File: src/rtl/sfda_pkg.sv
// shared types, constants and helper functions of the stereo fractional delay aligner
`default_nettype none

package sfda_pkg;

   localparam int SAMPLE_W    = 24;
   localparam int DELAY_DEPTH = 2048;
   localparam int ADDR_W      = $clog2(DELAY_DEPTH);
   localparam int FILL_W      = ADDR_W + 1;
   localparam int NUM_TAPS    = 5;
   localparam int TAP_W       = $clog2(NUM_TAPS);
   localparam int FRAC_W      = 16;
   localparam int WHOLE_W     = 11;
   localparam logic [WHOLE_W-1:0] WHOLE_MAX = WHOLE_W'(DELAY_DEPTH - NUM_TAPS);

   localparam int D_W     = FRAC_W + TAP_W;
   localparam int P_W     = 21;
   localparam int S_W     = 23;
   localparam int W_W     = 19;
   localparam int MUL_W   = 26;
   localparam int PROD_W  = 2 * MUL_W;
   localparam int ACC_W   = 48;
   localparam int HALF_Q16 = 32768;

   localparam int DIV3_K       = 26;
   localparam int DIV3_OFS_LOG = 22;
   localparam logic signed [MUL_W-1:0] DIV3_R   = MUL_W'((2 ** DIV3_K + 2) / 3);
   localparam logic signed [MUL_W-1:0] DIV3_OFS = MUL_W'(3 * (2 ** DIV3_OFS_LOG));

   localparam int CSR_AW = 4;
   localparam int CSR_DW = 32;

   typedef enum logic [1:0] {
      CSR_RIGHT_SEL   = 2'd0,
      CSR_WHOLE       = 2'd1,
      CSR_FRACTION    = 2'd2
   } csr_index_type;

   typedef enum logic [1:0] {
      DEN_4,
      DEN_6,
      DEN_24
   } den_type;

   typedef enum logic [3:0] {
      ST_W_AB,
      ST_W_CE,
      ST_W_Q,
      ST_W_PQ,
      ST_W_S,
      ST_W_DIV,
      ST_W_FIN,
      ST_IDLE,
      ST_RUN,
      ST_DONE
   } state_type;

   typedef struct packed {
      logic               clear;
      logic               right_sel;
      logic [WHOLE_W-1:0] whole;
      logic [FRAC_W-1:0]  fraction;
   } cfg_type;

   typedef struct packed {
      logic                we;
      logic [ADDR_W-1:0]   waddr;
      logic [SAMPLE_W-1:0] wdata;
      logic [ADDR_W-1:0]   raddr;
   } line_req_type;

   // j-th interpolation node other than k, ascending
   function automatic logic [TAP_W-1:0] tap_node(input logic [TAP_W-1:0] k,
                                                 input logic [1:0] j);
      logic [TAP_W-1:0] jj;
      jj = TAP_W'(j);
      return (jj < k) ? jj : jj + TAP_W'(1);
   endfunction

   function automatic den_type tap_den(input logic [TAP_W-1:0] k);
      den_type d;
      unique case (k)
         3'd0, 3'd4: d = DEN_24;
         3'd1, 3'd3: d = DEN_6;
         default:    d = DEN_4;
      endcase
      return d;
   endfunction

   function automatic logic tap_neg(input logic [TAP_W-1:0] k);
      return (k == TAP_W'(1)) || (k == TAP_W'(3));
   endfunction

   function automatic logic signed [PROD_W-1:0] tap_half_den(input logic [TAP_W-1:0] k);
      logic signed [PROD_W-1:0] h;
      unique case (tap_den(k))
         DEN_4:   h = PROD_W'(4 * HALF_Q16);
         DEN_6:   h = PROD_W'(6 * HALF_Q16);
         DEN_24:  h = PROD_W'(24 * HALF_Q16);
         default: h = PROD_W'(4 * HALF_Q16);
      endcase
      return h;
   endfunction

   // fraction minus node position, Q16
   function automatic logic signed [D_W-1:0] node_dist(input logic [FRAC_W-1:0] frac,
                                                       input logic [TAP_W-1:0] m);
      return $signed(D_W'(frac)) - $signed({m, {FRAC_W{1'b0}}});
   endfunction

   function automatic logic signed [P_W-1:0] round_q16(input logic signed [PROD_W-1:0] v);
      logic signed [PROD_W-1:0] t;
      t = v + PROD_W'(HALF_Q16);
      return P_W'(t >>> FRAC_W);
   endfunction

endpackage

`default_nettype wire

File: src/rtl/sfda_mul.sv
// shared registered signed multiplier
`default_nettype none

module sfda_mul
   import sfda_pkg::*;
(
   input  wire logic                     clock,
   input  wire logic signed [MUL_W-1:0]  mul_a,
   input  wire logic signed [MUL_W-1:0]  mul_b,
   output logic signed [PROD_W-1:0]      mul_prod
);

   logic signed [PROD_W-1:0] prod_ff;

   always_ff @(posedge clock) begin
      prod_ff <= mul_a * mul_b;
   end

   assign mul_prod = prod_ff;

endmodule

`default_nettype wire

File: config.mk
export PLATFORM = sky130hd
export DESIGN_NAME = sfda_mul
export DESIGN_NICKNAME = d
export VERILOG_FILES = /design/src/rtl/sfda_pkg.sv /design/src/rtl/sfda_mul.sv
export SDC_FILE = /design/constraint.sdc
export NUM_CORES = 2
export LEC_CHECK = 0
export ABC_AREA = 1
export BUFFER_PORTS_ARGS = -buffer_cell sky130_fd_sc_hd__buf_2
export CAP_MARGIN = 10
export CELL_PAD_IN_SITES_DETAIL_PLACEMENT = 0
export CELL_PAD_IN_SITES_GLOBAL_PLACEMENT = 2
export CORE_UTILIZATION = 43
export CTS_CLUSTER_SIZE = 25
export DETAILED_ROUTE_END_ITERATION = 8
export HOLD_SLACK_MARGIN = 0.06
export PLACE_DENSITY_LB_ADDON = 0.05
export SLEW_MARGIN = 15
export SYNTH_ARGS = -nofsm -noshare
export SYNTH_HDL_FRONTEND = slang
export SYNTH_SLANG_ARGS = --single-unit
File: constraint.sdc
create_clock -name clock -period 12 [get_ports clock]
set_clock_uncertainty 0.05 [all_clocks]
set_input_delay 0.6 -clock clock [delete_from_list [all_inputs] [get_ports clock]]
set_output_delay 0.6 -clock clock [all_outputs]
set_load 0.05 [all_outputs]
==> metrics.md <==
| Metric | Value |
|---|---|
| Post-synth top area share | `between 50% and 60%` |
| Final TNS setup | `0 ns` |
| WP data arrival | `7.62 ns` |
| Die area | `64700 um^2` |
| Initial DRC count | `1031` |
| Worst Path Required | `around 12 ns` |
| Synthesis Warnings | `0` |
| Commonest cells in the synthesized netlist | `inv_1, nand2_1, fa_1` |
| Die Wd | `254 um` |
| Largest net degree at the start of global routing | `28` |
| Detailed Routing Iterations Pass 1 | `5` |
| Yosys cell types | `34` |
| Hold/Removal Path Class | `primary input to flop` |
| Vias in the first global route | `roughly 23000` |
| Fraction of layout cells with a size suffix above 1 | `under 10%` |
| Final wirelength | `79400 um` |
| Slowest cell on the critical path | `fa_1` |
| Nets | `about 4400` |
| Site Rows | `92` |
| Slew @ Worst Pin | `between 0.8 and 0.9 ns` |
| Fill count | `6557` |
| Residual DRC count | `0` |
| Antenna viol nets, final | `0` |
| WL per Instance | `18.4 um` |
| Via-to-Cell Ratio | `4.76` |
| Hold Vio Cnt, Final | `0` |
| Met3 usage | `between 1.5 and 2%` |
| Max-cap violations | `0` |
| Fin crit share | `62.1%` |
| Die Y-Extent | `254 um` |
| Startpoint Class | `primary input` |
| Max reg flops | `52` |
| Mapped Area | `27400 um^2` |
| Number of diodes | `0` |
| Detailed-route via count | `roughly 20000` |
| RSZ-0062 raised after global routing | `false` |
| IO buf count | `approximately 100` |
| Synth area leader | `fa_1` |
| Total grt overflow | `0` |
| Post-synth EDFFs | `0` |
| Core Region | `63000 um^2` |
| Synth Flop Type | `dfxtp_1` |
| Setup crit end kind | `flop` |
| Status | `complete, no violations` |
| Crit-path max cell delay | `0.73 ns` |
| Tot GR Track Use | `26.5%` |
| Relative slew slack | `approximately two fifths` |
| Post-CTS sizing | `0` |
| Max clock buf depth | `2` |
| Syn_nets | `roughly 4400` |
| Post-CTS Setup Bufs | `0` |
| Post-detail-place hpwl | `68900 um` |
| Initial Utilization | `43.5%` |
| GR Util met2 | `46.7%` |
| Root Buffer | `clkbuf_16` |
| FF+latch count, synth | `52` |
| Clock H-tree levels | `2` |
| Storage element area | `1040 um^2` |
| I/O Pins | `105` |
| Pins Over Slew Limit | `0` |
| CTS tree | `yes` |
| Met1 GRT Util | `36.1%` |
| Placer Congestion | `roughly 0.89` |
| Ys async rst share | `0%` |
| Most frequent cell after synthesis | `inv_1` |
| Register clock-pin slew on the reported worst setup and hold paths | `~0.080 ns` |
| Global routing's busiest layer | `met2` |
| Critical setup path kind | `primary input to flop` |
| Setup violators final | `0` |
| Worst hold stages | `4` |
| CTS Buf Count | `5` |
| Multi-input logic area | `~21000 um^2` |
| Crit path cell chain | `buf_2 -> nand2_1 -> inv_1 -> fa_1 -> fa_1 -> inv_1 -> fa_1 -> inv_1 -> fa_1 -> inv_1 -> fa_1 -> fa_1 -> fa_1 -> inv_1 -> ha_1 -> nand2_1 -> nor2_1 -> nor3b_2 -> nand2_1 -> a21oi_1 -> nor2_1 -> nand3_1 -> nand2_1` |
| Area contributors post-synth | `fa_1, inv_1, nand2_1` |
| Clk sinks | `52` |
| Hold_buf cts | `0` |
| Syn Inst Count | `3495` |
| Syn Area/Cell | `7.84 um^2` |
| First-pass GRT wire length | `129000 um` |
| Critical path fanouts, max | `26` |
| Crit path time final | `7.46 ns` |
| Initial antenna violation count | `0` |
| Most used cell, CP | `fa_1` |
| Post-synthesis sequential area ratio | `3.80%` |
| FMAX | `134 MHz` |
| P&R area growth vs syn | `4.38%` |
-- critical path, delay by kind of cell --
kind            cells  cell delay (ns)
compound gates      1             0.20
fa+ha+maj           8             4.40
buf+inv             6             1.23
simple gates        8             1.17
-- path summary, 6_finish.rpt --
kind,from,slack (ns),end
worst max-delay path,mul_b[2],4.54,mul_prod[51]$_DFF_P_
worst min-delay path,mul_b[0],0.74,mul_prod[0]$_DFF_P_
-- kinds of logic after synthesis --
kind of cell	share of synthesized area [%]
fa+ha+maj	58.6
buf+inv	17.8
compound gates	1.91
flops	3.80
simple gates	16.8
xor+xnor	1.15
-- area by class of cell --
class                           count  area share (%)
Clock buffer                        5           0.438
Clock inverter                      3          0.0875
Inverter                         1144            15.0
Multi-Input combinational cell   2144            75.1
Sequential cell                    52            3.64
Tap cell                          846            3.70
Timing Repair Buffer              111            2.00
-- cells in the final DEF, fill, tap and decap left out, drive strengths merged, types with 4 or more instances in the layout --
cell type and count:
inv 1144, nand2 966, fa 710, ha 146, buf 111, nor2 91, a21oi 59, nand3 55
dfxtp 52, xor2 28, o21ai 24, nand4 19, o21bai 12, nor3 10, xnor2 8, clkbuf 5
or2 5, and2 4
-- stage by stage --
| step | std cells | hold slack, ns | util, % | instance area, um^2 | setup WS [ns] |
|---|---|---|---|---|---|
| after floorplan | 3495 | 0.851 | - | 27400 | 5.20 |
| after global placement | 4297 | 1.02 | 45.2 | 28400 | 4.05 |
| after detailed placement | 4297 | 1.02 | 45.2 | 28400 | 4.15 |
| after CTS | 4305 | 0.741 | 45.4 | 28600 | 4.48 |
| after global routing | 4305 | 0.768 | 45.4 | 28600 | 3.95 |
| final | 4305 | 0.741 | 45.4 | 28600 | 4.54 |
-- metal layers --
layer  up-vias  routed length [um]
met1     10500               34900
li1       9485                   -
met4         0                1520
met5         -                   0
met2       402               40100
met3        81                2850
Power is not shown: default switching activity piles up to over one toggle a cycle in this logic, so the estimate is an artifact.
