===== src/rtl/sfda_pkg.sv =====
// shared types, constants and helper functions of the stereo fractional delay aligner
`default_nettype none

package sfda_pkg;

   localparam int SAMPLE_W    = 24;
   localparam int DELAY_DEPTH = 2048;
   localparam int ADDR_W      = $clog2(DELAY_DEPTH);
   localparam int FILL_W      = ADDR_W + 1;
   localparam int NUM_TAPS    = 5;
   localparam int TAP_W       = $clog2(NUM_TAPS);
   localparam int FRAC_W      = 16;
   localparam int WHOLE_W     = 11;
   localparam logic [WHOLE_W-1:0] WHOLE_MAX = WHOLE_W'(DELAY_DEPTH - NUM_TAPS);

   localparam int D_W     = FRAC_W + TAP_W;
   localparam int P_W     = 21;
   localparam int S_W     = 23;
   localparam int W_W     = 19;
   localparam int MUL_W   = 26;
   localparam int PROD_W  = 2 * MUL_W;
   localparam int ACC_W   = 48;
   localparam int HALF_Q16 = 32768;

   localparam int DIV3_K       = 26;
   localparam int DIV3_OFS_LOG = 22;
   localparam logic signed [MUL_W-1:0] DIV3_R   = MUL_W'((2 ** DIV3_K + 2) / 3);
   localparam logic signed [MUL_W-1:0] DIV3_OFS = MUL_W'(3 * (2 ** DIV3_OFS_LOG));

   localparam int CSR_AW = 4;
   localparam int CSR_DW = 32;

   typedef enum logic [1:0] {
      CSR_RIGHT_SEL   = 2'd0,
      CSR_WHOLE       = 2'd1,
      CSR_FRACTION    = 2'd2
   } csr_index_type;

   typedef enum logic [1:0] {
      DEN_4,
      DEN_6,
      DEN_24
   } den_type;

   typedef enum logic [3:0] {
      ST_W_AB,
      ST_W_CE,
      ST_W_Q,
      ST_W_PQ,
      ST_W_S,
      ST_W_DIV,
      ST_W_FIN,
      ST_IDLE,
      ST_RUN,
      ST_DONE
   } state_type;

   typedef struct packed {
      logic               clear;
      logic               right_sel;
      logic [WHOLE_W-1:0] whole;
      logic [FRAC_W-1:0]  fraction;
   } cfg_type;

   typedef struct packed {
      logic                we;
      logic [ADDR_W-1:0]   waddr;
      logic [SAMPLE_W-1:0] wdata;
      logic [ADDR_W-1:0]   raddr;
   } line_req_type;

   // j-th interpolation node other than k, ascending
   function automatic logic [TAP_W-1:0] tap_node(input logic [TAP_W-1:0] k,
                                                 input logic [1:0] j);
      logic [TAP_W-1:0] jj;
      jj = TAP_W'(j);
      return (jj < k) ? jj : jj + TAP_W'(1);
   endfunction

   function automatic den_type tap_den(input logic [TAP_W-1:0] k);
      den_type d;
      unique case (k)
         3'd0, 3'd4: d = DEN_24;
         3'd1, 3'd3: d = DEN_6;
         default:    d = DEN_4;
      endcase
      return d;
   endfunction

   function automatic logic tap_neg(input logic [TAP_W-1:0] k);
      return (k == TAP_W'(1)) || (k == TAP_W'(3));
   endfunction

   function automatic logic signed [PROD_W-1:0] tap_half_den(input logic [TAP_W-1:0] k);
      logic signed [PROD_W-1:0] h;
      unique case (tap_den(k))
         DEN_4:   h = PROD_W'(4 * HALF_Q16);
         DEN_6:   h = PROD_W'(6 * HALF_Q16);
         DEN_24:  h = PROD_W'(24 * HALF_Q16);
         default: h = PROD_W'(4 * HALF_Q16);
      endcase
      return h;
   endfunction

   // fraction minus node position, Q16
   function automatic logic signed [D_W-1:0] node_dist(input logic [FRAC_W-1:0] frac,
                                                       input logic [TAP_W-1:0] m);
      return $signed(D_W'(frac)) - $signed({m, {FRAC_W{1'b0}}});
   endfunction

   function automatic logic signed [P_W-1:0] round_q16(input logic signed [PROD_W-1:0] v);
      logic signed [PROD_W-1:0] t;
      t = v + PROD_W'(HALF_Q16);
      return P_W'(t >>> FRAC_W);
   endfunction

endpackage

`default_nettype wire


===== src/rtl/sfda_csr.sv =====
// configuration registers behind the apb-style port
`default_nettype none

module sfda_csr
   import sfda_pkg::*;
(
   input  wire logic              clock,
   input  wire logic              reset,
   input  wire logic              csr_psel,
   input  wire logic              csr_penable,
   input  wire logic              csr_pwrite,
   input  wire logic [CSR_AW-1:0] csr_paddr,
   input  wire logic [CSR_DW-1:0] csr_pwdata,
   output logic [CSR_DW-1:0]      csr_prdata,
   output logic                   csr_pready,
   output cfg_type                cfg
);

   csr_index_type      idx;
   logic               wr;
   logic               wr_ok;
   logic               right_sel_ff;
   logic               right_sel_in;
   logic [WHOLE_W-1:0] whole_ff;
   logic [WHOLE_W-1:0] whole_in;
   logic [FRAC_W-1:0]  fraction_ff;
   logic [FRAC_W-1:0]  fraction_in;
   logic [WHOLE_W-1:0] whole_wr;

   assign idx        = csr_index_type'(csr_paddr[CSR_AW-1:2]);
   assign wr         = csr_psel && csr_penable && csr_pwrite;
   assign csr_pready = 1'b1;
   assign whole_wr   = (csr_pwdata[WHOLE_W-1:0] > WHOLE_MAX) ? WHOLE_MAX
                                                             : csr_pwdata[WHOLE_W-1:0];

   always_comb begin
      right_sel_in   = right_sel_ff;
      whole_in       = whole_ff;
      fraction_in    = fraction_ff;
      wr_ok          = 1'b0;
      csr_prdata     = '0;
      unique case (idx)
         CSR_RIGHT_SEL: begin
            csr_prdata = CSR_DW'(right_sel_ff);
            if (wr) begin
               right_sel_in = csr_pwdata[0];
               wr_ok        = 1'b1;
            end
         end
         CSR_WHOLE: begin
            csr_prdata = CSR_DW'(whole_ff);
            if (wr) begin
               whole_in = whole_wr;
               wr_ok    = 1'b1;
            end
         end
         CSR_FRACTION: begin
            csr_prdata = CSR_DW'(fraction_ff);
            if (wr) begin
               fraction_in = csr_pwdata[FRAC_W-1:0];
               wr_ok       = 1'b1;
            end
         end
         default: begin
            csr_prdata = '0;
         end
      endcase
   end

   always_ff @(posedge clock) begin
      if (reset) begin
         right_sel_ff   <= 1'b0;
         whole_ff       <= '0;
         fraction_ff    <= '0;
      end else begin
         right_sel_ff   <= right_sel_in;
         whole_ff       <= whole_in;
         fraction_ff    <= fraction_in;
      end
   end

   assign cfg.clear       = wr_ok;
   assign cfg.right_sel   = right_sel_ff;
   assign cfg.whole       = whole_ff;
   assign cfg.fraction    = fraction_ff;

endmodule

`default_nettype wire


===== config.mk =====
export PLATFORM = sky130hd
export DESIGN_NAME = sfda_csr
export DESIGN_NICKNAME = d
export VERILOG_FILES = /design/src/rtl/sfda_pkg.sv /design/src/rtl/sfda_csr.sv
export SDC_FILE = /design/constraint.sdc
export NUM_CORES = 1
export LEC_CHECK = 0
export BUFFER_PORTS_ARGS = -buffer_cell sky130_fd_sc_hd__buf_2
export CAP_MARGIN = 25
export CORE_ASPECT_RATIO = 2
export CORE_UTILIZATION = 40
export CTS_CLUSTER_DIAMETER = 30
export DETAILED_ROUTE_END_ITERATION = 10
export PLACE_DENSITY = 0.83
export SYNTH_ARGS = -nofsm -noshare
export SYNTH_HDL_FRONTEND = slang
export SYNTH_SLANG_ARGS = --single-unit

===== constraint.sdc =====
create_clock -name clock -period 1.6 [get_ports clock]
set_clock_uncertainty 0.15 [all_clocks]
set_input_delay 0.16 -clock clock [delete_from_list [all_inputs] [get_ports clock]]
set_output_delay 0.16 -clock clock [all_outputs]
set_load 0.01 [all_outputs]

==> qor.csv, run 1 <==
stage,metric,value,unit
sta,Final setup viols,0,
sta,Post-Route Setup TNS,0,ns
worst_setup_path,WP data arrival,1.46,ns
status,run status,"complete, but fails checks",
sta,part of the cycle the worst path needs,88.6,%
yosys,Yosys reg bits,28,
yosys,"Seq/Total Area, Yosys",38.9,%
clocking,CTS H-tree depth,1,
clocking,clock buffer count from CTS,3,
yosys,synth warn,0,
worst_setup_path,critical path endpoint category,flop,
sta,final hold viol count,2,
route,DRC viols,0,
finish,antenna fix cells,0,
power_and_ir_drop,sw frac,24.0,%
global_route,vias in the first global route,1273,
route,Vias/cell,5.13,
floorplanning,Die Area,3860,um^2
power_and_ir_drop,P_int,0.00112,W
power_and_ir_drop,Net Sw Power,0.000352,W
sta,relative slew slack,54.7,%
worst_setup_path,CP cell instances,dlygate4sd3_1 -> buf_2 -> inv_1 -> or3_1 -> a211oi_1,
yosys,Mean Syn Cell Area,7.96,um^2
yosys,number of synthesized flops with an enable pin,0,
worst_setup_path,type of origin of the critical path,input port,
yosys,synth top area cells,"dfxtp_1, buf_4, a21oi_1",
route,Post-Route WL,3760,um
floorplanning,# IOs,103,
sta,"Slew Viols, Final",0,
floorplanning,die height,86.9,um
finish,Filler cells,333,
sta,Period minus WS final,1.42,ns
clocking,CTS clock-pin slew for the worst setup and hold paths,0.10,ns
clocking,clk_lat worst skew,0.27,ns
power_and_ir_drop,VDD IR-drop max,0.000690,V
hold_path,Hold/Removal Path Class,in2reg,
floorplanning,Core Rows,30,
global_route,largest net degree at the start of global routing,30,
worst_setup_path,slowest CP cell,dlygate4sd3_1,
sta,worst-margin pin slew,0.679,ns
yosys,cell accounting for the most synthesized area,dfxtp_1,
placement,Port Buffer Count,67,
power_and_ir_drop,clock power share,37.9,%
power_and_ir_drop,pwr/cell area,771,nW/um^2
route,via count,1498,
power_and_ir_drop,power share of the combinational group,13.6,%
yosys,synthesized area,1440,um^2
finish,nets,286,
yosys,commonest cells in the netlist,"a21oi_1, dfxtp_1, nand3_1, o21ai_1, buf_4",
global_route,first-pass GRT wire length,5710,um
placement,Inst Count DP,281,
placement,pre-CTS WS,0.168,ns
finish,final core area utilization,55.7,%
yosys,synth unique cells,24,
power_and_ir_drop,Total Power,0.00147,W
clocking,PostCTS Resize Cnt,0,
route,DR WL/cell,12.9,um
yosys,post-synth top area share,38.9,%
sta,max frequency,706,MHz
power_and_ir_drop,Seq pwr share,48.5,%
finish,Layout area overhead,32.0,%
power_and_ir_drop,leakage power,0.873,nW
clocking,Post-CTS Setup Inserts,0,
worst_setup_path,critical path required time,1.65,ns
finish,final std cells w/o fill,292,
status,failing checks,negative hold slack,
route,Detail Route Antenna Nets,0,
placement,DP HPWL,2490,um
placement,routability-driven placement congestion ratio,0.765,
sta,Worst Slack Setup Final,0.183,ns
clocking,clk sinks,28,
worst_setup_path,CP Max Fanout,2,
floorplanning,Chip Width,44.4,um
yosys,Post-synth top flop,dfxtp_1,
sta,RSZ-0062 raised after global routing,no,
finish,layout cells sized above 1,31.6,%
route,drt initial violations,56,
global_route,initial antenna violation count,0,
clocking,# hold bufs at CTS,7,
clocking,CTS root buf,clkbuf_8,
flow_run,max-cap violations,0,
route,DRT Pass-1 Iters,4,
sta,hold_ws,-0.0000164,ns
worst_setup_path,max incr delay on CP,0.53,ns
yosys,Synth Instances,181,
global_route,GRT Overall Usage,19.6,%
clocking,CTS tree,done,
floorplanning,Starting Density,42.2,%
global_route,Overflow after GRT,0,
worst_setup_path,crit path kind,in2reg,
floorplanning,core area,3420,um^2
clocking,Clock Path Buffers,2,
yosys,fraction of registers with async set/reset,0,%
## power groups by stage
stage,Sequential (W),Clock (W),Combinational [W]
floorplan,0.000732,0,0.000131
global placement,0.000728,0,0.000184
detailed placement,0.000728,0,0.000186
CTS,0.000712,0.000564,0.000198
global route,0.000714,0.000592,0.000218
finish,0.000712,0.000556,0.000199
## flip-flops by register name (all words and copies together), names as in the netlist
signal and cells:
right_sel_ff 1, fraction_ff 16, whole_ff 11
## through the flow
| step | hold WS [ns] | area, um^2 |
|---|---|---|
| detailed placement | 0.270 | 1760 |
| global route | 0.00126 | 1900 |
| floorplan | 0.158 | 1500 |
| CTS | 0.00209 | 1900 |
| global placement | 0.265 | 1760 |
| finish | -0.0000164 | 1900 |
## placed cells by master, fill, tap and decap left out, types with 2 or more instances in the layout
master	instances
buf_12	4
o21ai_1	26
dfxtp_1	28
conb_1	17
a22o_1	10
buf_2	67
dlygate4sd3_1	7
nand3_1	26
nand2b_1	2
nand4_1	2
a211oi_1	2
buf_4	2
o31ai_1	2
and2_1	5
nor3_1	2
clkbuf_8	3
and2b_1	2
a21oi_1	28
## critical path: cells and delay by family
kind | cells | cell delay (ns)
compound gates | 1 | 0.21
buf+inv | 3 | 0.68
simple gates | 1 | 0.41
## cell families (layout without fill, tap and decap cells)
family | count (synthesis) | in the layout | share of synthesized area, %
other cells | 2 | 17 | 0.521
buf+inv | 37 | 85 | 16.0
compound gates | 69 | 69 | 27.4
simple gates | 44 | 44 | 16.5
flops | 28 | 28 | 38.9
mux | 1 | 1 | 0.694
## path summary, 6_finish.rpt
check,endpoint,slack [ns],cells after the start,from
max,whole_ff[0]$_SDFFE_PP0P_,0.18,5,csr_pwdata[2]
min,right_sel_ff$_SDFFE_PP0P_,-0.00002,3,csr_pwdata[0]
max reg2reg,whole_ff[2]$_SDFFE_PP0P_,0.70,3,whole_ff[2]$_SDFFE_PP0P_
min reg2reg,fraction_ff[15]$_SDFFE_PP0P_,0.34,2,fraction_ff[15]$_SDFFE_PP0P_
## routing by layer
metal	vias up	track usage, %	share of wire (%)
met2	55	37.0	56
met1	703	21.5	39
met4	0	7.44	1.3
met5	-	0	0
li1	738	-	-
met3	2	1.24	4.1
## area by class of cell
class | instances | area [um^2] | share of cell area, %
Multi-Input combinational cell | 131 | 707 | 37.1
Inverter | 1 | 3.75 | 0.197
Timing Repair Buffer | 80 | 500 | 26.3
Clock buffer | 3 | 41.3 | 2.17
Sequential cell | 28 | 561 | 29.5
Tap cell | 48 | 60.1 | 3.16
Clock inverter | 1 | 30.0 | 1.58
(Power assumes the default switching activity.)
==> inputs of run 2 (changes only) <==
- BUFFER_PORTS_ARGS: -buffer_cell sky130_fd_sc_hd__buf_2 -> default
- CORE_UTILIZATION: 40 -> 50
- DONT_BUFFER_PORTS: default -> 1
- PLACE_DENSITY: 0.83 -> 0.69
==> run 2 against run 1 <==
The run now ends clean. First-iteration DRC count decreased by 20%. Via count down 7.7%. Global-route usage increased by 6.7 points. Design area decreased by 13%. Clock-buffer cell count unchanged. Non-clock buffer count is 50 lower. Worst hold slack improved by 0.037 ns. Die area down 19%. Register-to-register slack lost 0.55 ns. Critical endpoint is now fraction_ff[3]$_SDFFE_PP0P_. Largest cell class unchanged.
==> qor.csv, run 2 (same netlist as run 1, synthesis figures left out) <==
stage,metric,value,unit,change
finish,max reg flops,16,,unchanged
power_and_ir_drop,VDD IR-drop max,0.000541,V,was 0.000690 V
sta,Post-Route Setup TNS,0,ns,unchanged
worst_setup_path,slowest CP cell,dlygate4sd3_1,,unchanged
finish,"commonest non-fill, non-tap cells in the layout","a21oi_1, dfxtp_1, o21ai_1, nand3_1, dlygate4sd3_1",,"was buf_2, a21oi_1, dfxtp_1, o21ai_1, nand3_1"
route,Top Layer Used,met4,,unchanged
route,met2 WL,2220,um,was 2090 um
finish,top flop regs,"fraction_ff (16), whole_ff (11), right_sel_ff (1)",,unchanged
sta,max frequency,673,MHz,was 706 MHz
finish,largest reg by FF count,fraction_ff,,unchanged
worst_setup_path,WP data arrival,1.55,ns,was 1.46 ns
sta,worst-margin pin slew,0.881,ns,was 0.679 ns
route,via count,1383,,was 1498
worst_setup_path,crit path kind,in2reg,,unchanged
finish,Layout area overhead,15.3,%,was 32.0%
floorplanning,# IOs,103,,unchanged
sta,"Slew Viols, Final",0,,unchanged
hold_path,Hold/Removal Path Class,in2reg,,unchanged
global_route,first-pass GRT wire length,5940,um,was 5710 um
floorplanning,die height,77.9,um,was 86.9 um
placement,DP HPWL,2420,um,was 2490 um
sta,part of the cycle the worst path needs,92.9,%,was 88.6%
clocking,Clock Path Buffers,2,,unchanged
sta,relative slew slack,41.3,%,was 54.7%
sta,final hold viol count,0,,was 2
power_and_ir_drop,leakage power,0.604,nW,was 0.873 nW
status,run status,"finished, final reports clean",,"was complete, but fails checks"
finish,antenna fix cells,0,,unchanged
sta,Period minus WS final,1.49,ns,was 1.42 ns
placement,Inst Count DP,195,,was 281
global_route,vias in the first global route,1338,,was 1273
route,Vias/cell,6.23,,was 5.13
global_route,initial antenna violation count,0,,unchanged
global_route,Overflow after GRT,0,,unchanged
worst_setup_path,worst-case reg-to-reg path depth,3,,unchanged
power_and_ir_drop,pwr/cell area,758,nW/um^2,was 771 nW/um^2
floorplanning,Chip Width,40.0,um,was 44.4 um
clocking,CTS H-tree depth,1,,unchanged
placement,Port Buffer Count,0,,was 67
placement,routability-driven placement congestion ratio,0.736,,was 0.765
worst_setup_path,CP Max Fanout,16,,was 2
finish,Filler cells,279,,was 333
worst_setup_path,critical path endpoint category,flop,,unchanged
sta,Final setup viols,0,,unchanged
clocking,clk_lat worst skew,0.27,ns,about the same
worst_setup_path,CP cell instances,nand2b_1 -> o21ai_1 -> a21oi_1 -> dlygate4sd3_1,,was dlygate4sd3_1 -> buf_2 -> inv_1 -> or3_1 -> a211oi_1
clocking,CTS clock-pin slew for the worst setup and hold paths,0.09,ns,was 0.10 ns
hold_path,WHS Path Cells,2,,was 3
sta,hold_ws,0.0369,ns,was -0.0000164 ns
route,DR WL/cell,18.0,um,was 12.9 um
global_route,GRT Overall Usage,26.3,%,was 19.6%
finish,layout cells sized above 1,4.66,%,was 31.6%
route,DRT Pass-1 Iters,4,,unchanged
clocking,clk sinks,28,,unchanged
route,met3 WL,255,um,was 155 um
worst_setup_path,type of origin of the critical path,input port,,unchanged
floorplanning,Starting Density,52.7,%,was 42.2%
flow_run,max-cap violations,0,,unchanged
clocking,CTS root buf,clkbuf_8,,unchanged
floorplanning,Die Area,3110,um^2,was 3860 um^2
floorplanning,core area,2740,um^2,was 3420 um^2
finish,nets,236,,was 286
worst_setup_path,critical path required time,1.66,ns,was 1.65 ns
clocking,clock buffer count from CTS,3,,unchanged
sta,RSZ-0062 raised after global routing,no,,unchanged
route,drt initial violations,45,,was 56
finish,final std cells w/o fill,222,,was 292
route,Detail Route Antenna Nets,0,,unchanged
clocking,CTS tree,done,,unchanged
floorplanning,Core Rows,27,,was 30
route,DRC viols,0,,unchanged
clocking,Post-CTS Setup Inserts,0,,unchanged
finish,final core area utilization,60.7,%,was 55.7%
worst_setup_path,max incr delay on CP,0.57,ns,was 0.53 ns
route,M1 WL,1460,um,was 1470 um
global_route,largest net degree at the start of global routing,31,,was 30
route,Post-Route WL,4000,um,was 3760 um
## run 2: cell types whose count changed in the layout (fill, tap and decap cells not counted), sizes merged
cell,before,now
buf,73,6
dlygate4sd3,7,23
bufinv,1,0
dlymetal6s4s,0,1
## run 2: what timing repair did
action / CTS / global route
resized for setup: 0 / 1
setup endpoints to repair: 0 / 1
endpoints found under the hold margin: 28 / 0
hold buffers: 24 / 0
## run 2: final timing paths
path,slack [ns],from,to
hold reg to reg,0.40,fraction_ff[5]$_SDFFE_PP0P_,fraction_ff[5]$_SDFFE_PP0P_
hold / removal,0.04,csr_pwdata[0],whole_ff[0]$_SDFFE_PP0P_
setup / recovery,0.11,csr_paddr[2],fraction_ff[3]$_SDFFE_PP0P_
setup reg to reg,0.15,fraction_ff[3]$_SDFFE_PP0P_,fraction_ff[3]$_SDFFE_PP0P_
## run 2: metrics by stage
| stage | total power (W) | area, um^2 | worst slack (ns) |
|---|---|---|---|
| after detailed placement | 0.000845 | 1380 | 0.310 |
| after global routing | 0.00130 | 1660 | 0.0168 |
| after floorplan | 0.000863 | 1500 | 0.387 |
| final | 0.00126 | 1660 | 0.114 |
| after global placement | 0.000842 | 1380 | 0.336 |
| after CTS | 0.00126 | 1660 | 0.0125 |
## run 2: metal layers
layer	GRT usage, %	up-vias
li1	-	634
met1	29.5	682
met2	44.4	61
met3	5.43	6
met4	10.7	0
met5	0	-
## run 2: critical path: cells and delay by family
family | cells | cell delay (ns)
buffers and inverters | 1 | 0.57
AO/OA/AOI/OAI | 2 | 0.32
AND/OR/NAND/NOR | 1 | 0.50
## run 2: power breakdown
| part | switching (W) | internal, W | total, W |
|---|---|---|---|
| clock | 0.000208 | 0.000169 | 0.000377 |
| combinational | 0.000101 | 0.0000632 | 0.000164 |
| sequential | 0.0000126 | 0.000706 | 0.000718 |
| total | 0.000321 | 0.000938 | 0.00126 |
## run 2: cell type report
class	instances	area, um^2	area share [%]
Inverter	1	3.75	0.226
Tap cell	29	36.3	2.18
Multi-Input combinational cell	131	707	42.5
Sequential cell	28	561	33.7
Clock buffer	3	41.3	2.48
Timing Repair Buffer	30	313	18.8
