===== config.mk =====
export PLATFORM = sky130hd
export DESIGN_NAME = sfda_seq
export DESIGN_NICKNAME = d
export VERILOG_FILES = /design/src/rtl/sfda_pkg.sv /design/src/rtl/sfda_seq.sv
export SDC_FILE = /design/constraint.sdc
export NUM_CORES = 1
export LEC_CHECK = 0
export ABC_AREA = 1
export BUFFER_PORTS_ARGS = -buffer_cell sky130_fd_sc_hd__buf_4
export CORE_MARGIN = 2
export CORE_UTILIZATION = 45
export DETAILED_ROUTE_END_ITERATION = 10
export PLACE_DENSITY = 0.62
export SLEW_MARGIN = 20
export SYNTH_ARGS = -nofsm -noshare
export SYNTH_HDL_FRONTEND = slang
export SYNTH_SLANG_ARGS = --single-unit
export TNS_END_PERCENT = 30

===== constraint.sdc =====
create_clock -name clock -period 5.5 [get_ports clock]
set_input_delay 1.1 -clock clock [delete_from_list [all_inputs] [get_ports clock]]
set_output_delay 1.1 -clock clock [all_outputs]
set_load 0.01 [all_outputs]

===== src/rtl/sfda_pkg.sv =====
// shared types, constants and helper functions of the stereo fractional delay aligner
`default_nettype none

package sfda_pkg;

   localparam int SAMPLE_W    = 24;
   localparam int DELAY_DEPTH = 2048;
   localparam int ADDR_W      = $clog2(DELAY_DEPTH);
   localparam int FILL_W      = ADDR_W + 1;
   localparam int NUM_TAPS    = 5;
   localparam int TAP_W       = $clog2(NUM_TAPS);
   localparam int FRAC_W      = 16;
   localparam int WHOLE_W     = 11;
   localparam logic [WHOLE_W-1:0] WHOLE_MAX = WHOLE_W'(DELAY_DEPTH - NUM_TAPS);

   localparam int D_W     = FRAC_W + TAP_W;
   localparam int P_W     = 21;
   localparam int S_W     = 23;
   localparam int W_W     = 19;
   localparam int MUL_W   = 26;
   localparam int PROD_W  = 2 * MUL_W;
   localparam int ACC_W   = 48;
   localparam int HALF_Q16 = 32768;

   localparam int DIV3_K       = 26;
   localparam int DIV3_OFS_LOG = 22;
   localparam logic signed [MUL_W-1:0] DIV3_R   = MUL_W'((2 ** DIV3_K + 2) / 3);
   localparam logic signed [MUL_W-1:0] DIV3_OFS = MUL_W'(3 * (2 ** DIV3_OFS_LOG));

   localparam int CSR_AW = 4;
   localparam int CSR_DW = 32;

   typedef enum logic [1:0] {
      CSR_RIGHT_SEL   = 2'd0,
      CSR_WHOLE       = 2'd1,
      CSR_FRACTION    = 2'd2
   } csr_index_type;

   typedef enum logic [1:0] {
      DEN_4,
      DEN_6,
      DEN_24
   } den_type;

   typedef enum logic [3:0] {
      ST_W_AB,
      ST_W_CE,
      ST_W_Q,
      ST_W_PQ,
      ST_W_S,
      ST_W_DIV,
      ST_W_FIN,
      ST_IDLE,
      ST_RUN,
      ST_DONE
   } state_type;

   typedef struct packed {
      logic               clear;
      logic               right_sel;
      logic [WHOLE_W-1:0] whole;
      logic [FRAC_W-1:0]  fraction;
   } cfg_type;

   typedef struct packed {
      logic                we;
      logic [ADDR_W-1:0]   waddr;
      logic [SAMPLE_W-1:0] wdata;
      logic [ADDR_W-1:0]   raddr;
   } line_req_type;

   // j-th interpolation node other than k, ascending
   function automatic logic [TAP_W-1:0] tap_node(input logic [TAP_W-1:0] k,
                                                 input logic [1:0] j);
      logic [TAP_W-1:0] jj;
      jj = TAP_W'(j);
      return (jj < k) ? jj : jj + TAP_W'(1);
   endfunction

   function automatic den_type tap_den(input logic [TAP_W-1:0] k);
      den_type d;
      unique case (k)
         3'd0, 3'd4: d = DEN_24;
         3'd1, 3'd3: d = DEN_6;
         default:    d = DEN_4;
      endcase
      return d;
   endfunction

   function automatic logic tap_neg(input logic [TAP_W-1:0] k);
      return (k == TAP_W'(1)) || (k == TAP_W'(3));
   endfunction

   function automatic logic signed [PROD_W-1:0] tap_half_den(input logic [TAP_W-1:0] k);
      logic signed [PROD_W-1:0] h;
      unique case (tap_den(k))
         DEN_4:   h = PROD_W'(4 * HALF_Q16);
         DEN_6:   h = PROD_W'(6 * HALF_Q16);
         DEN_24:  h = PROD_W'(24 * HALF_Q16);
         default: h = PROD_W'(4 * HALF_Q16);
      endcase
      return h;
   endfunction

   // fraction minus node position, Q16
   function automatic logic signed [D_W-1:0] node_dist(input logic [FRAC_W-1:0] frac,
                                                       input logic [TAP_W-1:0] m);
      return $signed(D_W'(frac)) - $signed({m, {FRAC_W{1'b0}}});
   endfunction

   function automatic logic signed [P_W-1:0] round_q16(input logic signed [PROD_W-1:0] v);
      logic signed [PROD_W-1:0] t;
      t = v + PROD_W'(HALF_Q16);
      return P_W'(t >>> FRAC_W);
   endfunction

endpackage

`default_nettype wire


===== src/rtl/sfda_seq.sv =====
// sequencer: tap weight computation, five-tap multiply-accumulate and output register
`default_nettype none

module sfda_seq
   import sfda_pkg::*;
(
   input  wire logic                        clock,
   input  wire logic                        reset,
   input  wire cfg_type                     cfg,
   input  wire logic                        req_valid,
   output logic                             req_stall,
   input  wire logic signed [SAMPLE_W-1:0]  req_left_in,
   input  wire logic signed [SAMPLE_W-1:0]  req_right_in,
   output logic                             rsp_valid,
   input  wire logic                        rsp_stall,
   output logic signed [SAMPLE_W-1:0]       rsp_left_out,
   output logic signed [SAMPLE_W-1:0]       rsp_right_out,
   output logic signed [MUL_W-1:0]          mul_a,
   output logic signed [MUL_W-1:0]          mul_b,
   input  wire logic signed [PROD_W-1:0]    mul_prod,
   output line_req_type                     line_req,
   input  wire logic signed [SAMPLE_W-1:0]  line_rdata
);

   localparam logic signed [ACC_W-1:0] SAT_HI = ACC_W'(2 ** (SAMPLE_W - 1) - 1);
   localparam logic signed [ACC_W-1:0] SAT_LO = ACC_W'(-(2 ** (SAMPLE_W - 1)));

   state_type                   state_ff, state_in;
   logic [TAP_W-1:0]            wt_ff, wt_in;
   logic signed [P_W-1:0]       p_ff, p_in;
   logic signed [P_W-1:0]       q_ff, q_in;
   logic signed [S_W-1:0]       s_ff, s_in;
   logic signed [W_W-1:0]       w_ff [NUM_TAPS];
   logic signed [W_W-1:0]       w_in [NUM_TAPS];
   logic [ADDR_W-1:0]           wp_ff, wp_in;
   logic [ADDR_W-1:0]           base_ff, base_in;
   logic [FILL_W-1:0]           fill_ff, fill_in;
   logic signed [SAMPLE_W-1:0]  left_ff, left_in;
   logic signed [SAMPLE_W-1:0]  right_ff, right_in;
   logic                        byp_ff, byp_in;
   logic [TAP_W-1:0]            rd_cnt_ff, rd_cnt_in;
   logic                        rd_vld_ff, rd_vld_in;
   logic [TAP_W-1:0]            rd_tap_ff, rd_tap_in;
   logic                        rd_ok_ff, rd_ok_in;
   logic                        mac_vld_ff, mac_vld_in;
   logic                        mac_last_ff, mac_last_in;
   logic signed [ACC_W-1:0]     acc_ff, acc_in;
   logic                        rsp_valid_ff, rsp_valid_in;
   logic signed [SAMPLE_W-1:0]  rsp_left_ff, rsp_left_in;
   logic signed [SAMPLE_W-1:0]  rsp_right_ff, rsp_right_in;

   logic [FILL_W-1:0]           back;
   logic signed [PROD_W-1:0]    s_full;
   logic signed [S_W-1:0]       s_sh;
   logic signed [ACC_W-1:0]     y_full;
   logic signed [SAMPLE_W-1:0]  y_sat;

   always_comb begin
      back   = FILL_W'(cfg.whole) + FILL_W'(rd_cnt_ff);
      s_full = tap_neg(wt_ff) ? (tap_half_den(wt_ff) - mul_prod)
                              : (mul_prod + tap_half_den(wt_ff));
      s_sh   = (tap_den(wt_ff) == DEN_24) ? (s_ff >>> 3) : (s_ff >>> 1);
      y_full = (acc_ff + ACC_W'(HALF_Q16)) >>> FRAC_W;
      if (y_full > SAT_HI) begin
         y_sat = SAMPLE_W'(SAT_HI);
      end else if (y_full < SAT_LO) begin
         y_sat = SAMPLE_W'(SAT_LO);
      end else begin
         y_sat = SAMPLE_W'(y_full);
      end
   end

   always_comb begin
      state_in     = state_ff;
      wt_in        = wt_ff;
      p_in         = p_ff;
      q_in         = q_ff;
      s_in         = s_ff;
      w_in         = w_ff;
      wp_in        = wp_ff;
      base_in      = base_ff;
      fill_in      = fill_ff;
      left_in      = left_ff;
      right_in     = right_ff;
      byp_in       = byp_ff;
      rd_cnt_in    = rd_cnt_ff;
      rd_vld_in    = 1'b0;
      rd_tap_in    = rd_tap_ff;
      rd_ok_in     = rd_ok_ff;
      mac_vld_in   = 1'b0;
      mac_last_in  = 1'b0;
      acc_in       = acc_ff;
      rsp_valid_in = rsp_valid_ff && rsp_stall;
      rsp_left_in  = rsp_left_ff;
      rsp_right_in = rsp_right_ff;
      req_stall    = 1'b1;
      mul_a        = '0;
      mul_b        = '0;
      line_req     = '0;

      unique case (state_ff)
         ST_W_AB: begin
            mul_a    = MUL_W'(node_dist(cfg.fraction, tap_node(wt_ff, 2'd0)));
            mul_b    = MUL_W'(node_dist(cfg.fraction, tap_node(wt_ff, 2'd1)));
            state_in = ST_W_CE;
         end
         ST_W_CE: begin
            p_in     = round_q16(mul_prod);
            mul_a    = MUL_W'(node_dist(cfg.fraction, tap_node(wt_ff, 2'd2)));
            mul_b    = MUL_W'(node_dist(cfg.fraction, tap_node(wt_ff, 2'd3)));
            state_in = ST_W_Q;
         end
         ST_W_Q: begin
            q_in     = round_q16(mul_prod);
            state_in = ST_W_PQ;
         end
         ST_W_PQ: begin
            mul_a    = MUL_W'(p_ff);
            mul_b    = MUL_W'(q_ff);
            state_in = ST_W_S;
         end
         ST_W_S: begin
            s_in     = S_W'(s_full >>> FRAC_W);
            state_in = ST_W_DIV;
         end
         ST_W_DIV: begin
            if (tap_den(wt_ff) == DEN_4) begin
               w_in[wt_ff] = W_W'(s_ff >>> 2);
               if (wt_ff == TAP_W'(NUM_TAPS - 1)) begin
                  wt_in    = '0;
                  state_in = ST_IDLE;
               end else begin
                  wt_in    = wt_ff + TAP_W'(1);
                  state_in = ST_W_AB;
               end
            end else begin
               // floor division by three through a reciprocal, offset keeps it positive
               mul_a    = MUL_W'(s_sh) + DIV3_OFS;
               mul_b    = DIV3_R;
               state_in = ST_W_FIN;
            end
         end
         ST_W_FIN: begin
            w_in[wt_ff] = W_W'((mul_prod >>> DIV3_K) - PROD_W'(2 ** DIV3_OFS_LOG));
            if (wt_ff == TAP_W'(NUM_TAPS - 1)) begin
               wt_in    = '0;
               state_in = ST_IDLE;
            end else begin
               wt_in    = wt_ff + TAP_W'(1);
               state_in = ST_W_AB;
            end
         end
         ST_IDLE: begin
            req_stall = 1'b0;
            if (req_valid) begin
               left_in   = req_left_in;
               right_in  = req_right_in;
               acc_in    = '0;
               rd_cnt_in = '0;
               if ((cfg.whole == '0) && (cfg.fraction == '0)) begin
                  byp_in   = 1'b1;
                  state_in = ST_DONE;
               end else begin
                  byp_in         = 1'b0;
                  line_req.we    = 1'b1;
                  line_req.waddr = wp_ff;
                  line_req.wdata = cfg.right_sel ? req_right_in : req_left_in;
                  base_in        = wp_ff;
                  wp_in          = wp_ff + ADDR_W'(1);
                  if (fill_ff != FILL_W'(DELAY_DEPTH)) begin
                     fill_in = fill_ff + FILL_W'(1);
                  end
                  state_in = ST_RUN;
               end
            end
         end
         ST_RUN: begin
            if (rd_cnt_ff != TAP_W'(NUM_TAPS)) begin
               line_req.raddr = base_ff - back[ADDR_W-1:0];
               rd_vld_in      = 1'b1;
               rd_tap_in      = rd_cnt_ff;
               rd_ok_in       = back < fill_ff;
               rd_cnt_in      = rd_cnt_ff + TAP_W'(1);
            end
            if (rd_vld_ff) begin
               mul_a       = MUL_W'(w_ff[rd_tap_ff]);
               mul_b       = rd_ok_ff ? MUL_W'(line_rdata) : '0;
               mac_vld_in  = 1'b1;
               mac_last_in = rd_tap_ff == TAP_W'(NUM_TAPS - 1);
            end
            if (mac_vld_ff) begin
               acc_in = acc_ff + ACC_W'(mul_prod);
               if (mac_last_ff) begin
                  state_in = ST_DONE;
               end
            end
         end
         ST_DONE: begin
            if (!rsp_valid_ff || !rsp_stall) begin
               rsp_valid_in = 1'b1;
               if (byp_ff) begin
                  rsp_left_in  = left_ff;
                  rsp_right_in = right_ff;
               end else if (cfg.right_sel) begin
                  rsp_left_in  = left_ff;
                  rsp_right_in = y_sat;
               end else begin
                  rsp_left_in  = y_sat;
                  rsp_right_in = right_ff;
               end
               state_in = ST_IDLE;
            end
         end
         default: begin
            state_in = ST_W_AB;
            wt_in    = '0;
         end
      endcase

      // a write to any of the three configuration registers clears the line and recomputes the weights
      if (cfg.clear) begin
         state_in   = ST_W_AB;
         wt_in      = '0;
         wp_in      = '0;
         fill_in    = '0;
         rd_vld_in  = 1'b0;
         mac_vld_in = 1'b0;
      end
   end

   always_ff @(posedge clock) begin
      if (reset) begin
         state_ff     <= ST_W_AB;
         wt_ff        <= '0;
         wp_ff        <= '0;
         fill_ff      <= '0;
         rd_cnt_ff    <= '0;
         rd_vld_ff    <= 1'b0;
         mac_vld_ff   <= 1'b0;
         mac_last_ff  <= 1'b0;
         rsp_valid_ff <= 1'b0;
      end else begin
         state_ff     <= state_in;
         wt_ff        <= wt_in;
         wp_ff        <= wp_in;
         fill_ff      <= fill_in;
         rd_cnt_ff    <= rd_cnt_in;
         rd_vld_ff    <= rd_vld_in;
         mac_vld_ff   <= mac_vld_in;
         mac_last_ff  <= mac_last_in;
         rsp_valid_ff <= rsp_valid_in;
      end
   end

   always_ff @(posedge clock) begin
      p_ff         <= p_in;
      q_ff         <= q_in;
      s_ff         <= s_in;
      w_ff         <= w_in;
      base_ff      <= base_in;
      left_ff      <= left_in;
      right_ff     <= right_in;
      byp_ff       <= byp_in;
      rd_tap_ff    <= rd_tap_in;
      rd_ok_ff     <= rd_ok_in;
      acc_ff       <= acc_in;
      rsp_left_ff  <= rsp_left_in;
      rsp_right_ff <= rsp_right_in;
   end

   assign rsp_valid     = rsp_valid_ff;
   assign rsp_left_out  = rsp_left_ff;
   assign rsp_right_out = rsp_right_ff;

endmodule

`default_nettype wire


==> impl_metrics.py, run 1 <==
metrics = {
    "outcome": {
        "outcome": "completed",
    },
    "synthesis": {
        "synth-warning-count": 0,
        "async_set_reset_flop_share_out_of_synthesis_pct": 0,
        "synthDominantCellAreaShare_pct": 40.7,
        "register_bit_total_from_synthesis": 356,
        "synthXorXnorAreaFrac_pct": 3.02,
        "avgSynthCellArea_um2": 7.61,
        "synthCells": 3088,
        "synth.top_cells.by_area": "edfxtp_1 41%, nand2_1 11%, nor2_1 7.5%, inv_1 6.4%, ha_1 4.6%",
        "synth_top_family_by_area": "simple AND/OR/NAND/NOR gates",
        "synth.cell_area_um2": 23500,
        "yosysSeqAreaShare_pct": 43.9,
        "synth_ff_type": "edfxtp_1",
        "netlist.top_cell.by_area": "edfxtp_1",
        "syn_nets": 3334,
        "post_synthesis_compound_gate_area_fraction_pct": 12.2,
        "synth.mux.area_fraction_pct": 0.128,
        "post_synth_fa_ha_maj_area_fraction_pct": 4.83,
        "synthSimpleGateAreaFrac_pct": 27.7,
        "library_cells_used_by_synthesis": 52,
        "synth-edff-count": 319,
    },
    "global_routing": {
        "grt_start_max_net_pins": 60,
        "grt_overflow": 0,
        "antenna_violations_before_repair": 1,
        "vias_in_the_first_global_route": 20900,
        "global_route.usage.total_pct": 29.1,
        "grt_pass1_wl_um": 121000,
    },
    "sta": {
        "drv_slew": 0,
        "setup_viol": 0,
        "timing.fmax_ghz": 0.194,
        "maximum_clock_skew_at_final_layout_ns": 0.0183,
        "worst_slew_pin_slew_ns": 1.08,
        "worst_slack_ns": 0.355,
        "period_share_pct": 93.5,
        "maxSlewHeadroom_pct": 27.9,
        "report.final.hold_viol_count": 0,
        "grt_setup_unrepaired": "true",
        "setup_tns_final_ns": 0,
        "period_needed_ns": 5.14,
    },
    "placed_design": {
        "port-buffer-count": 301,
        "detailed_place_hpwl_um": 62600,
        "pre_cts_ws_ns": 0.379,
        "place_congestion": 0.956,
    },
    "floorplan": {
        "floorplan.io_pins": 306,
        "design.core.area_um2": 51500,
        "start_util_pct": 45.7,
        "die-area_um2": 54100,
        "height_of_the_die_um": 233,
        "rows": 83,
        "die_w_um": 233,
    },
    "drt": {
        "drc_violations": 0,
        "avgViaCountPerCell": 5.47,
        "detailedRoute.firstPassIterationCount": 6,
        "detail_route.wirelength_um": 80100,
        "drt.antenna.violating_nets": 0,
        "detailedRoute.firstIterationViolations": 2032,
        "routed-via-count": 22400,
        "route.detailed.wl_per_inst_um": 19.6,
    },
    "clock_tree": {
        "cts_root_buf": "clkbuf_16",
        "clock_latency_ns": 0.58,
        "ctsLongestPathBuffers": 3,
        "cts.clk_slew.worst_paths_ns": 0.06,
        "tritoncts.num_buffers": 41,
        "h-tree-depth": 2,
        "tritoncts": "yes",
        "cts_sinks": 356,
        "postCtsHoldBufs": 0,
    },
    "worst_setup_path": {
        "cp_max_fo": 4,
        "critPathMostFrequentCell": "nor2_1",
        "critPathLaunchType": "primary input",
        "endpoint_kind": "primary output",
        "timing.critical_path.slowest_cell_delay_ns": 0.32,
        "slowest_stage": "ha_1",
        "worst-endpoint-arrival_ns": 4.04,
        "timing_worst_setup_path_type": "primary input to primary output",
        "critical_path.cell_chain": "buf_4 -> ha_1 -> nand2_1 -> nor2_1 -> a211oi_1 -> nor2_1 -> xor2_1 -> inv_1 -> ha_1 -> a21oi_1 -> o21ai_0 -> a21oi_1 -> nor2_1 -> o22ai_1 -> xor2_1 -> a211oi_1 -> buf_4",
        "critical_path_required_ns": 4.40,
    },
    "cells_and_area": {
        "final_layout_size_suffix_gt1_share_pct": 14.2,
        "n_fill_cell": 4951,
        "area_growth_pct": 18.6,
        "finish.net_count": 3620,
    },
    "power_and_ir_drop": {
        "p_total_w": 0.00631,
        "leakage_nw": 11.6,
        "power_per_cell_area_nw_per_um2": 226,
        "peakVddDrop_mv": 0.239,
    },
    "hold_path": {
        "holdCritPathClass": "flop to flop",
    },
    "job": {
        "max_cap_viol_count": 0,
    },
}
[layer usage]
layer  vias to the layer above  share of wire, %  track usage, %
li1                      10900                 -               -
met1                     10600                45            41.8
met2                       857                45            45.9
met3                       103               7.3            4.01
met4                         0               2.5            8.00
met5                         -                 0               0
[layout by cell type, fill, tap and decap left out, types with 11 or more instances in the layout]
| master | n |
|---|---|
| or2_2 | 50 |
| o2111ai_1 | 12 |
| nand2_1 | 696 |
| dfxtp_1 | 37 |
| o22ai_1 | 38 |
| nor4_1 | 14 |
| nor2_1 | 465 |
| buf_4 | 331 |
| inv_1 | 399 |
| ha_1 | 86 |
| nor2_2 | 14 |
| o21ai_0 | 192 |
| edfxtp_1 | 319 |
| xor2_1 | 71 |
| nor3_1 | 53 |
| a21oi_1 | 198 |
| a31oi_1 | 16 |
| clkbuf_16 | 43 |
| nand4_1 | 44 |
| clkinv_1 | 11 |
| nand3_1 | 172 |
[state kept, by name, summed over array words and instances, names as in the netlist, 3 cells and up]
signal         flops
p_ff              21
base_ff           11
left_ff           24
wt_ff              3
q_ff              21
rd_tap_ff          3
s_ff              22
wp_ff             11
rd_cnt_ff          3
state_ff           4
rsp_right_out     24
rsp_left_out      24
fill_ff           12
acc_ff            48
w_ff              95
right_ff          24
[cells by family after synthesis]
family / count (synthesis)
compound gates: 516
xor+xnor: 81
fa+ha+maj: 89
buf+inv: 499
flops: 356
mux: 3
simple gates: 1544
[cells in the mapped netlist (all sizes together) (6+ instances only)]
cell / count
a211oi: 6
a21boi: 7
a21o: 8
a21oi: 198
a31oi: 16
buf: 21
clkbuf: 68
dfxtp: 37
edfxtp: 319
ha: 86
inv: 407
nand2: 702
nand3: 172
nand3b: 7
nand4: 45
nor2: 485
nor3: 59
nor4: 15
o2111ai: 12
o21a: 8
o21ai: 196
o21bai: 8
o22ai: 38
or2: 50
xnor2: 10
xor2: 71
[critical path, delay by kind of cell]
kind / cells / cell delay, ns
buffers and inverters: 3 / 0.38
adders and majority gates: 2 / 0.64
AOI/OAI and AO/OA: 6 / 1.20
xor gates and xnor gates: 2 / 0.40
and+or+nand+nor: 4 / 0.34
[where the power goes]
part	total (W)	internal [W]	switching, W
logic	0.000620	0.000226	0.000394
clock network	0.00275	0.00160	0.00115
registers	0.00294	0.00293	0.00000447
total	0.00631	0.00476	0.00155
[metrics by stage]
step | hold slack (ns) | instances | cell area, um^2 | util, %
after CTS | 0.434 | 4085 | 27800 | 54.1
after global placement | 0.422 | 4010 | 26500 | 51.4
final | 0.438 | 4087 | 27900 | 54.1
after floorplan | 0.408 | 3088 | 23500 | -
after global routing | 0.443 | 4087 | 27900 | 54.1
after detailed placement | 0.427 | 4010 | 26500 | 51.4
[layout make-up]
cell class | count | area, um^2 | share of cell area (%)
clock buffers | 55 | 1170 | 4.20
clock inverters | 20 | 178 | 0.637
repair buffers | 332 | 2510 | 9.01
flip-flops and latches | 356 | 10300 | 37.0
well taps | 680 | 851 | 3.05
diodes | 1 | 2.50 | 0.00898
inverters | 410 | 1540 | 5.52
multi-input cells | 2233 | 11300 | 40.6
[path summary, 6_finish.rpt]
kind	start	to	slack [ns]	depth (start not counted)
worst min-delay path	wp_ff[6]	base_ff[6]	0.44	0
worst min register to register	wp_ff[6]	base_ff[6]	0.44	0
worst max-delay path	cfg[18]	line_req[8]	0.36	17
worst max register to register	wt_ff[2]	s_ff[14]	1.64	14
[what timing repair did]
item | in CTS | in global routing
endpoints found under the setup margin | 0 | 2
setup buffers | 0 | 0
resized for setup | 0 | 1
No activity file was read; power rests on OpenSTA's default activity.
==> run 2: changes to the inputs <==
--- a/config.mk
+++ b/config.mk
@@ -10,6 +10,7 @@
 export CORE_MARGIN = 2
 export CORE_UTILIZATION = 45
 export DETAILED_ROUTE_END_ITERATION = 10
+export MAX_ROUTING_LAYER = met4
 export PLACE_DENSITY = 0.62
 export SLEW_MARGIN = 20
 export SYNTH_ARGS = -nofsm -noshare
==> run 2 against run 1 <==
  * Wire length up 1.1%
  * Clock skew up 0.022 ns
  * Critical path depth down 1
  * Largest cell class unchanged
  * Flip-flop and latch count unchanged
  * Count of clock-buffer cells in the layout unchanged
  * Non-clock buffer count up 1
  * Utilization down 0.12 points
  * Fmax down 0.24%
  * Sequential power about the same
  * Die area unchanged
==> impl_metrics.py, run 2 (synthesis gave the netlist of run 1 again) <==
metrics = {
    "outcome": {
        "outcome": "completed",
    },
    "job": {
        "max_cap_viol_count": 0,
    },
    "power_and_ir_drop": {
        "p_seq_share_pct": 47.3,
        "clock_power_share_pct": 42.7,
        "leakage_nw": 11.6,
        "net_switching_power_w": 0.00153,
        "portion_of_total_power_attributed_to_combinational_logic_pct": 10.0,
        "power_per_cell_area_nw_per_um2": 223,
        "power.switching_fraction_pct": 24.6,
        "peakVddDrop_mv": 0.253,
        "internal_power_w": 0.00468,
    },
    "cells_and_area": {
        "top_regs": "w_ff (95), acc_ff (48)",
        "max_flop_register": "w_ff",
        "finish.utilization_pct": 54.0,
        "finish.net_count": 3621,
        "n_fill_cell": 4984,
        "layout.cells.most_common_list": "696 x nand2_1, 465 x nor2_1, 399 x inv_1, 332 x buf_4, 319 x edfxtp_1",
        "layout.cells.most_common": "nand2_1",
        "area_growth_pct": 18.3,
        "final_layout_size_suffix_gt1_share_pct": 14.1,
        "largest_register_ffs": 95,
    },
    "sta": {
        "setup_viol": 0,
        "drv_slew": 0,
        "grt_setup_unrepaired": "false",
        "report.final.hold_viol_count": 0,
        "maxSlewHeadroom_pct": 25.4,
        "maximum_clock_skew_at_final_layout_ns": 0.0405,
        "period_needed_ns": 5.16,
        "setup_tns_final_ns": 0,
        "worst_slew_pin_slew_ns": 1.12,
        "period_share_pct": 93.8,
        "timing.fmax_ghz": 0.194,
    },
    "floorplan": {
        "die-area_um2": 54100,
        "die_w_um": 233,
        "rows": 83,
        "floorplan.io_pins": 306,
        "height_of_the_die_um": 233,
        "start_util_pct": 45.7,
        "design.core.area_um2": 51500,
    },
    "global_routing": {
        "grtUsageMet3_pct": 3.70,
        "grt_start_max_net_pins": 52,
        "met1_usage_pct": 42.7,
        "grt_pass1_wl_um": 122000,
        "busiest_layer": "met2",
        "grt_overflow": 0,
        "vias_in_the_first_global_route": 20600,
        "global_route.usage.total_pct": 30.4,
        "antenna_violations_before_repair": 4,
        "grt_use_met2_pct": 46.8,
    },
    "worst_setup_path": {
        "cp_max_fo": 5,
        "critPathLaunchType": "primary input",
        "slowest_stage": "ha_1",
        "critical_path_required_ns": 4.40,
        "timing_worst_setup_path_type": "primary input to primary output",
        "timing.critical_path.slowest_cell_delay_ns": 0.35,
        "worst-endpoint-arrival_ns": 4.06,
        "endpoint_kind": "primary output",
        "critical_path.cell_chain": "buf_4 -> ha_1 -> nand2_1 -> nor2_1 -> a211oi_1 -> xor2_1 -> inv_1 -> ha_1 -> a21oi_1 -> o21ai_0 -> a21oi_1 -> nor2_1 -> o22ai_1 -> xor2_1 -> a211oi_1 -> buf_4",
    },
    "drt": {
        "detailedRoute.firstPassIterationCount": 5,
        "drc_violations": 0,
        "routed-via-count": 22400,
        "route.detailed.wl_per_inst_um": 19.8,
        "drt.antenna.violating_nets": 0,
        "detail_route.wirelength_um": 81000,
        "avgViaCountPerCell": 5.48,
        "detailedRoute.firstIterationViolations": 2082,
    },
    "clock_tree": {
        "cts_root_buf": "clkbuf_16",
        "cts_post_setup_buffers_inserted": 0,
        "tritoncts": "yes",
        "h-tree-depth": 2,
        "post_cts.resized_instances": 0,
        "clock_latency_ns": 0.59,
        "ctsLongestPathBuffers": 3,
        "cts.clk_slew.worst_paths_ns": 0.05,
        "tritoncts.num_buffers": 41,
        "postCtsHoldBufs": 0,
        "cts_sinks": 356,
    },
    "placed_design": {
        "port-buffer-count": 301,
        "place_congestion": 0.989,
        "detailed_place_hpwl_um": 63500,
    },
    "hold_path": {
        "holdCritPathClass": "flop to flop",
    },
}
[run 2: changes by cell type in the layout (fill, tap and decap cells not counted), moves of 2 or more]
cell	delta
clkbuf_1	+5
inv_6	+2
clkbuf_8	-4
clkinv_1	-3
[run 2: worst paths after layout]
check	from	endpoint	slack (ns)	cells after the start
worst min register to register	wp_ff[8]	base_ff[8]	0.45	0
worst min-delay path	wp_ff[8]	base_ff[8]	0.45	0
worst max-delay path	cfg[18]	line_req[8]	0.34	16
worst max register to register	acc_ff[0]	acc_ff[46]	2.22	12
[run 2: cell type report]
type / count / area (um^2) / area share (%)
diodes: 2 / 5.00 / 0.0180
well taps: 680 / 851 / 3.06
clock buffers: 55 / 1110 / 3.99
inverters: 410 / 1540 / 5.53
repair buffers: 333 / 2520 / 9.06
flip-flops and latches: 356 / 10300 / 37.1
multi-input cells: 2233 / 11300 / 40.6
clock inverters: 18 / 175 / 0.630
[run 2: power groups by stage]
stage	logic, W	registers, W	clock network [W]
after floorplan	0.000321	0.00299	0
after global placement	0.000603	0.00299	0
after detailed placement	0.000607	0.00299	0
after CTS	0.000610	0.00294	0.00269
after global routing	0.000681	0.00294	0.00280
final	0.000620	0.00294	0.00265
[run 2: metal layers]
metal  vias up  share of wire, %
met2       828                45
met4         0               2.1
li1      10900                 -
met5         -                 0
met1     10600                46
met3        89               6.9
[run 2: critical path: cells and delay by family]
kind | cells | cell delay, ns
compound gates | 6 | 1.29
xor+xnor | 2 | 0.42
fa+ha+maj | 2 | 0.68
buf+inv | 3 | 0.37
simple gates | 3 | 0.19
[run 2: stage by stage]
stage / area, um^2 / instances / setup WS [ns] / total power [W] / hold WS, ns
2_1_floorplan: 23500 / 3088 / 0.817 / 0.00331 / 0.408
3_3_place_gp: 26500 / 4011 / 0.363 / 0.00360 / 0.423
3_5_place_dp: 26500 / 4011 / 0.356 / 0.00360 / 0.434
4_1_cts: 27800 / 4084 / 0.334 / 0.00624 / 0.447
5_1_grt: 27800 / 4087 / 0.0391 / 0.00641 / 0.463
6_report: 27800 / 4087 / 0.343 / 0.00621 / 0.453
